===== src/rtl/b64e_pkg.sv =====
// b64e_pkg: shared types, constants and the alphabet function of the base64 stream encoder.
// Used by every module under rtl; depends on nothing.
package b64e_pkg;

	localparam logic [6:0] PAD_CHAR = 7'd61;
	localparam int unsigned QDEPTH = 2;
	localparam int unsigned QPTR_W = $clog2(QDEPTH);
	localparam int unsigned QCNT_W = $clog2(QDEPTH + 1);

	localparam logic [1:0] POS_NONE = 2'd0;
	localparam logic [1:0] POS_ONE  = 2'd1;
	localparam logic [1:0] POS_TWO  = 2'd2;

	localparam logic [1:0] SLOT_LAST = 2'd3;

	typedef struct packed {
		logic [3:0][5:0] sext;
		logic [1:0]      npad;
		logic            last;
	} grp_t;

	function automatic logic [6:0] b64_char(input logic [5:0] v);
		logic [6:0] c;
		if (v < 6'd26) begin
			c = 7'd65 + {1'b0, v};
		end else if (v < 6'd52) begin
			c = 7'd71 + {1'b0, v};
		end else if (v < 6'd62) begin
			c = {1'b0, v} - 7'd4;
		end else if (v == 6'd62) begin
			c = 7'd43;
		end else begin
			c = 7'd47;
		end
		return c;
	endfunction

endpackage


===== src/rtl/b64e_front.sv =====
// b64e_front: accepts message bytes, holds the unfinished group and forms group records.
// Depends on b64e_pkg.
module b64e_front (
	input  logic             clk,
	input  logic             arst_n,
	input  logic             acc,
	input  logic [7:0]       data_byte,
	input  logic             final_byte,
	output logic             enq,
	output b64e_pkg::grp_t   grp
);

	logic [1:0] pos_q;
	logic [7:0] pend0_q;
	logic [7:0] pend1_q;
	logic       close;

	always_comb begin
		grp = '0;
		close = 1'b0;
		case (pos_q)
			b64e_pkg::POS_ONE: begin
				close = final_byte;
				grp.sext[0] = pend0_q[7:2];
				grp.sext[1] = {pend0_q[1:0], data_byte[7:4]};
				grp.sext[2] = {data_byte[3:0], 2'b00};
				grp.npad = 2'd1;
				grp.last = 1'b1;
			end
			b64e_pkg::POS_TWO: begin
				close = 1'b1;
				grp.sext[0] = pend0_q[7:2];
				grp.sext[1] = {pend0_q[1:0], pend1_q[7:4]};
				grp.sext[2] = {pend1_q[3:0], data_byte[7:6]};
				grp.sext[3] = data_byte[5:0];
				grp.npad = 2'd0;
				grp.last = final_byte;
			end
			default: begin
				close = final_byte;
				grp.sext[0] = data_byte[7:2];
				grp.sext[1] = {data_byte[1:0], 4'b0000};
				grp.npad = 2'd2;
				grp.last = 1'b1;
			end
		endcase
	end

	assign enq = acc & close;

	always_ff @(posedge clk or negedge arst_n) begin
		if (!arst_n) begin
			pos_q <= b64e_pkg::POS_NONE;
		end else if (acc) begin
			if (close) begin
				pos_q <= b64e_pkg::POS_NONE;
			end else if (pos_q == b64e_pkg::POS_ONE) begin
				pos_q <= b64e_pkg::POS_TWO;
			end else begin
				pos_q <= b64e_pkg::POS_ONE;
			end
		end
	end

	always_ff @(posedge clk) begin
		if (acc && !close) begin
			if (pos_q == b64e_pkg::POS_ONE) begin
				pend1_q <= data_byte;
			end else begin
				pend0_q <= data_byte;
			end
		end
	end

endmodule


===== src/rtl/b64e_queue.sv =====
// b64e_queue: short queue of group records between the front and back parts.
// Depends on b64e_pkg.
module b64e_queue (
	input  logic             clk,
	input  logic             arst_n,
	input  logic             enq,
	input  b64e_pkg::grp_t   enq_grp,
	input  logic             deq,
	output logic             full,
	output logic             empty,
	output b64e_pkg::grp_t   head
);

	b64e_pkg::grp_t                  mem_q [b64e_pkg::QDEPTH];
	logic [b64e_pkg::QPTR_W-1:0]     wr_q;
	logic [b64e_pkg::QPTR_W-1:0]     rd_q;
	logic [b64e_pkg::QCNT_W-1:0]     cnt_q;
	logic                            do_enq;
	logic                            do_deq;

	assign full   = (cnt_q == b64e_pkg::QCNT_W'(b64e_pkg::QDEPTH));
	assign empty  = (cnt_q == '0);
	assign head   = mem_q[rd_q];
	assign do_enq = enq & ~full;
	assign do_deq = deq & ~empty;

	always_ff @(posedge clk or negedge arst_n) begin
		if (!arst_n) begin
			wr_q  <= '0;
			rd_q  <= '0;
			cnt_q <= '0;
		end else begin
			if (do_enq) begin
				wr_q <= (wr_q == b64e_pkg::QPTR_W'(b64e_pkg::QDEPTH - 1)) ? '0 : wr_q + 1'b1;
			end
			if (do_deq) begin
				rd_q <= (rd_q == b64e_pkg::QPTR_W'(b64e_pkg::QDEPTH - 1)) ? '0 : rd_q + 1'b1;
			end
			if (do_enq && !do_deq) begin
				cnt_q <= cnt_q + 1'b1;
			end else if (do_deq && !do_enq) begin
				cnt_q <= cnt_q - 1'b1;
			end
		end
	end

	always_ff @(posedge clk) begin
		if (do_enq) begin
			mem_q[wr_q] <= enq_grp;
		end
	end

endmodule


===== src/rtl/b64e_back.sv =====
// b64e_back: walks the head group record one character per transaction, adds padding.
// Depends on b64e_pkg.
module b64e_back (
	input  logic             clk,
	input  logic             arst_n,
	input  logic             empty,
	input  b64e_pkg::grp_t   head,
	input  logic             pop,
	output logic             deq,
	output logic [6:0]       out_char,
	output logic             out_last
);

	logic [1:0] slot_q;
	logic [2:0] pad_from;
	logic       take;

	assign take     = pop & ~empty;
	assign pad_from = 3'd4 - {1'b0, head.npad};
	assign out_char = ({1'b0, slot_q} >= pad_from) ? b64e_pkg::PAD_CHAR
	                                                 : b64e_pkg::b64_char(head.sext[slot_q]);
	assign out_last = head.last & (slot_q == b64e_pkg::SLOT_LAST);
	assign deq      = take & (slot_q == b64e_pkg::SLOT_LAST);

	always_ff @(posedge clk or negedge arst_n) begin
		if (!arst_n) begin
			slot_q <= '0;
		end else if (take) begin
			slot_q <= slot_q + 1'b1;
		end
	end

endmodule


===== src/rtl/base64_stream_encoder_top.sv =====
// Base64 stream encoder (standard alphabet, '=' padding). Bytes enter through a queue-style
// port, one per cycle when full is low; each byte is taken by the front part.
// A byte that closes a group (third byte, or a final byte) places one group record in a
// two-entry queue; the back part then presents that group as four characters, one per pop,
// the fourth character of the final group with out_last set. Sustained rate is set by the
// one-character-per-cycle result port, which gives characters only while empty is low.
// Depends on b64e_pkg, b64e_front, b64e_queue and b64e_back.
module base64_stream_encoder_top (
	input  logic       clk,
	input  logic       arst_n,
	input  logic       push,
	output logic       full,
	input  logic [7:0] data_byte,
	input  logic       final_byte,
	output logic       empty,
	input  logic       pop,
	output logic [6:0] out_char,
	output logic       out_last
);

	b64e_pkg::grp_t front_grp;
	b64e_pkg::grp_t head_grp;
	logic           acc;
	logic           enq;
	logic           deq;

	assign acc = push & ~full;

	b64e_front u_front (
		.clk        (clk),
		.arst_n     (arst_n),
		.acc        (acc),
		.data_byte  (data_byte),
		.final_byte (final_byte),
		.enq        (enq),
		.grp        (front_grp)
	);

	b64e_queue u_queue (
		.clk     (clk),
		.arst_n  (arst_n),
		.enq     (enq),
		.enq_grp (front_grp),
		.deq     (deq),
		.full    (full),
		.empty   (empty),
		.head    (head_grp)
	);

	b64e_back u_back (
		.clk      (clk),
		.arst_n   (arst_n),
		.empty    (empty),
		.head     (head_grp),
		.pop      (pop),
		.deq      (deq),
		.out_char (out_char),
		.out_last (out_last)
	);

endmodule

===== config.mk =====
export PLATFORM = sky130hd
export DESIGN_NAME = base64_stream_encoder_top
export DESIGN_NICKNAME = d
export VERILOG_FILES = /design/src/rtl/b64e_pkg.sv /design/src/rtl/b64e_front.sv /design/src/rtl/b64e_queue.sv /design/src/rtl/b64e_back.sv /design/src/rtl/base64_stream_encoder_top.sv
export SDC_FILE = /design/constraint.sdc
export NUM_CORES = 1
export LEC_CHECK = 0
export ABC_AREA = 1
export BUFFER_PORTS_ARGS = -buffer_cell sky130_fd_sc_hd__buf_4
export CAP_MARGIN = 40
export CORE_MARGIN = 2
export CORE_UTILIZATION = 61
export CTS_CLUSTER_DIAMETER = 200
export CTS_CLUSTER_SIZE = 8
export DETAILED_ROUTE_END_ITERATION = 8
export GPL_ROUTABILITY_DRIVEN = 0
export PLACE_DENSITY = 0.8
export SETUP_SLACK_MARGIN = 0.15
export SLEW_MARGIN = 10
export SYNTH_ARGS = -nofsm -noshare
export SYNTH_HDL_FRONTEND = slang
export SYNTH_HIERARCHICAL = 1
export SYNTH_SLANG_ARGS = --single-unit

===== constraint.sdc =====
create_clock -name clk -period 2.84 [get_ports clk]
set_input_delay 0.142 -clock clk [delete_from_list [all_inputs] [get_ports clk]]
set_output_delay 0.142 -clock clk [all_outputs]
set_load 0.05 [all_outputs]

==> impl_metrics.tcl <==
set metrics [dict create \
    final_cell_mix "nand2_1 (194), edfxtp_1 (70), inv_1 (48)" \
    max_cap_violations 0 \
    n_fill_cell 438 \
    finalSetupViolCount 0 \
    hold_depth 1 \
    synthesis.nets 506 \
    grt_pass1_vias 2934 \
    startpoint_type "flop" \
    max-slew-margin-rel 0.432 \
    drtAntennaViolNets 0 \
    clk_pin_slew_worst_paths_ns 0.08 \
    core_um2 6790 \
    firstDrtPassIters 5 \
    slew_violations 0 \
    cts_root_buffer "clkbuf_8" \
    rsz0062_at_grt "true" \
    min_period_ns 2.68 \
    cp.required_ns 2.70 \
    design.die.area_um2 7690 \
    nets 554 \
    via_per_inst 5.21 \
    hpwl_um 5550 \
    syn_area_per_cell_um2 8.92 \
    end_kind "output port" \
    cts_buffers 9 \
    fp.dieW_um 87.7 \
    clkLatencyLatePin_ns 0.35 \
    track_usage 0.225 \
    die_h_um 87.7 \
    fin_tns_setup_ns 0 \
    drt-initial-drc-count 254 \
    cts_buffer_depth 2 \
    synth-seq-area-share 0.539 \
    r2r_end "u_queue/mem_q[0][21]" \
    yosysWarningCount 6 \
    portBuffers 22 \
    h-tree-depth 3 \
    num_rows 30 \
    holdCritStartpoint "data_byte[3]" \
    tightest_slew_ns 0.852 \
    pin_count 23 \
    fin_crit_sh 0.943 \
    netlist_top_cells_area "edfxtp_1 (49%), nand2_1 (19%), dfrtp_1 (4.7%)" \
    grt_antenna_before_repair 0 \
    cts_tree "built" \
    fin_worst_skew_ns 0.00646 \
    grt_pass1_wl_um 13200 \
    start_util 0.629 \
    fmaxAchievable_ghz 0.373 \
    via_count 3269 \
    hold_viol 0 \
    status "completed" \
    arrival_ns 2.54 \
    grt_overflow 0 \
    drive_above_1_share 0.269 \
    remaining_drc_errors 0 \
    syn_to_final_growth_pct 19.2 \
    wirelength_um 9030 \
    ff2ff_path_depth 9 \
    grt_max_degree 29 \
    final_common_cell "nand2_1" \
    synth.top_cell.area_share 0.492 \
    critPathLaunch "u_queue/rd_q" \
    ys_ff_latch 78 \
    crit_fanout 7 \
    min_path_type "in2reg" \
    synth_cell_types 28 \
    diodes 0 \
    syn-instance-count 479 \
    syn_area_um2 4270 \
    cts.sinks 78 \
    worst-r2r-setup-slack_ns 0.74 \
    holdPathEnd "u_front/pend1_q[3]" \
    critical_path_class "reg2out" \
    wire_per_inst_um 14.4 \
    worstReg2RegStart "u_front/pos_q[0]" \
    yosysTopAreaCell "edfxtp_1" \
]
==> through the flow <==
stage	setup slack, ns	hold slack (ns)	instance area (µm²)	util	cells
floorplan	0.212	-0.154	4270	-	479
global placement	0.444	-0.0340	4470	0.658	588
detailed placement	0.412	-0.0330	4470	0.658	588
CTS	0.162	0.00127	4730	0.696	610
global route	0.0562	0.00812	5090	0.750	628
finish	0.162	0.0174	5090	0.750	628
==> critical path, stage by stage (launching register included) <==
cell and delay [ns]:
dfrtp_4 0.60, buf_12 0.17, nand2_2 0.05, nand2_2 0.06, inv_1 0.04, ha_1 0.27
inv_1 0.04, ha_1 0.28, o21ai_2 0.07, a21oi_2 0.19, inv_2 0.08, o211ai_1 0.10
buf_4 0.23
==> metal layers <==
layer	GRT usage	routed length, µm
met5	0	0
met1	0.275	3610
met4	0.102	245
met3	0.0396	368
met2	0.392	4800
==> registers in the layout (all words and copies together) (netlist names) <==
| name | cells |
|---|---|
| u_queue/mem_q | 54 |
| u_front/pend0_q | 8 |
| u_front/pend1_q | 8 |
| u_back/slot_q | 2 |
| u_front/pos_q | 2 |
| u_queue/cnt_q | 2 |
| u_queue/rd_q | 1 |
| u_queue/wr_q | 1 |
==> kinds of logic after synthesis <==
kind of cell	synth area share
flops	0.539
buf+inv	0.0806
compound gates	0.0217
xor+xnor	0.00820
simple gates	0.310
fa+ha+maj	0.0410
==> how the worst max path moves through the flow <==
| stage | endpoint | slack, ns | cells after the start |
|---|---|---|---|
| 2_1_floorplan | u_queue/mem_q[1][0] | 0.21 | 7 |
| 3_3_place_gp | out_char[2] | 0.44 | 14 |
| 3_5_place_dp | out_char[2] | 0.41 | 14 |
| 4_1_cts | out_char[2] | 0.16 | 14 |
| 5_1_grt | out_char[0] | 0.06 | 12 |
| 6_report | out_char[0] | 0.16 | 12 |
==> final cells by class <==
class / count / area, µm² / share of cell area
multi-input combinational: 329 / 1780 / 0.349
clock inverter: 7 / 51.3 / 0.0101
timing repair inverter: 2 / 25.0 / 0.00491
clock buffer: 9 / 124 / 0.0243
inverter: 58 / 238 / 0.0467
timing repair buffer: 49 / 453 / 0.0889
tap: 96 / 120 / 0.0236
sequential: 78 / 2310 / 0.453
==> synthesized netlist by cell type, drive strengths merged <==
| master | count |
|---|---|
| inv | 58 |
| ha | 14 |
| nand3b | 1 |
| edfxtp | 70 |
| xnor2 | 2 |
| nand2 | 234 |
| dfrtp | 8 |
| a21oi | 12 |
| nor3 | 1 |
| nand3 | 25 |
| buf | 14 |
| o21ai | 5 |
| nand4 | 1 |
| xor2 | 2 |
| nor2 | 31 |
| o211ai | 1 |
==> repair_timing <==
item / CTS / global route
cloned: 0 / 4
endpoints found under the hold margin: 18 / 0
setup endpoints to repair: 7 / 7
hold buffers: 6 / 0
pin swaps: 0 / 26
buffers inserted: 0 / 14
gates resized for setup: 6 / 60
Power is left out: the tool's default activity adds up to more than one toggle a clock period on the data nets, which glitch-free logic cannot reach.
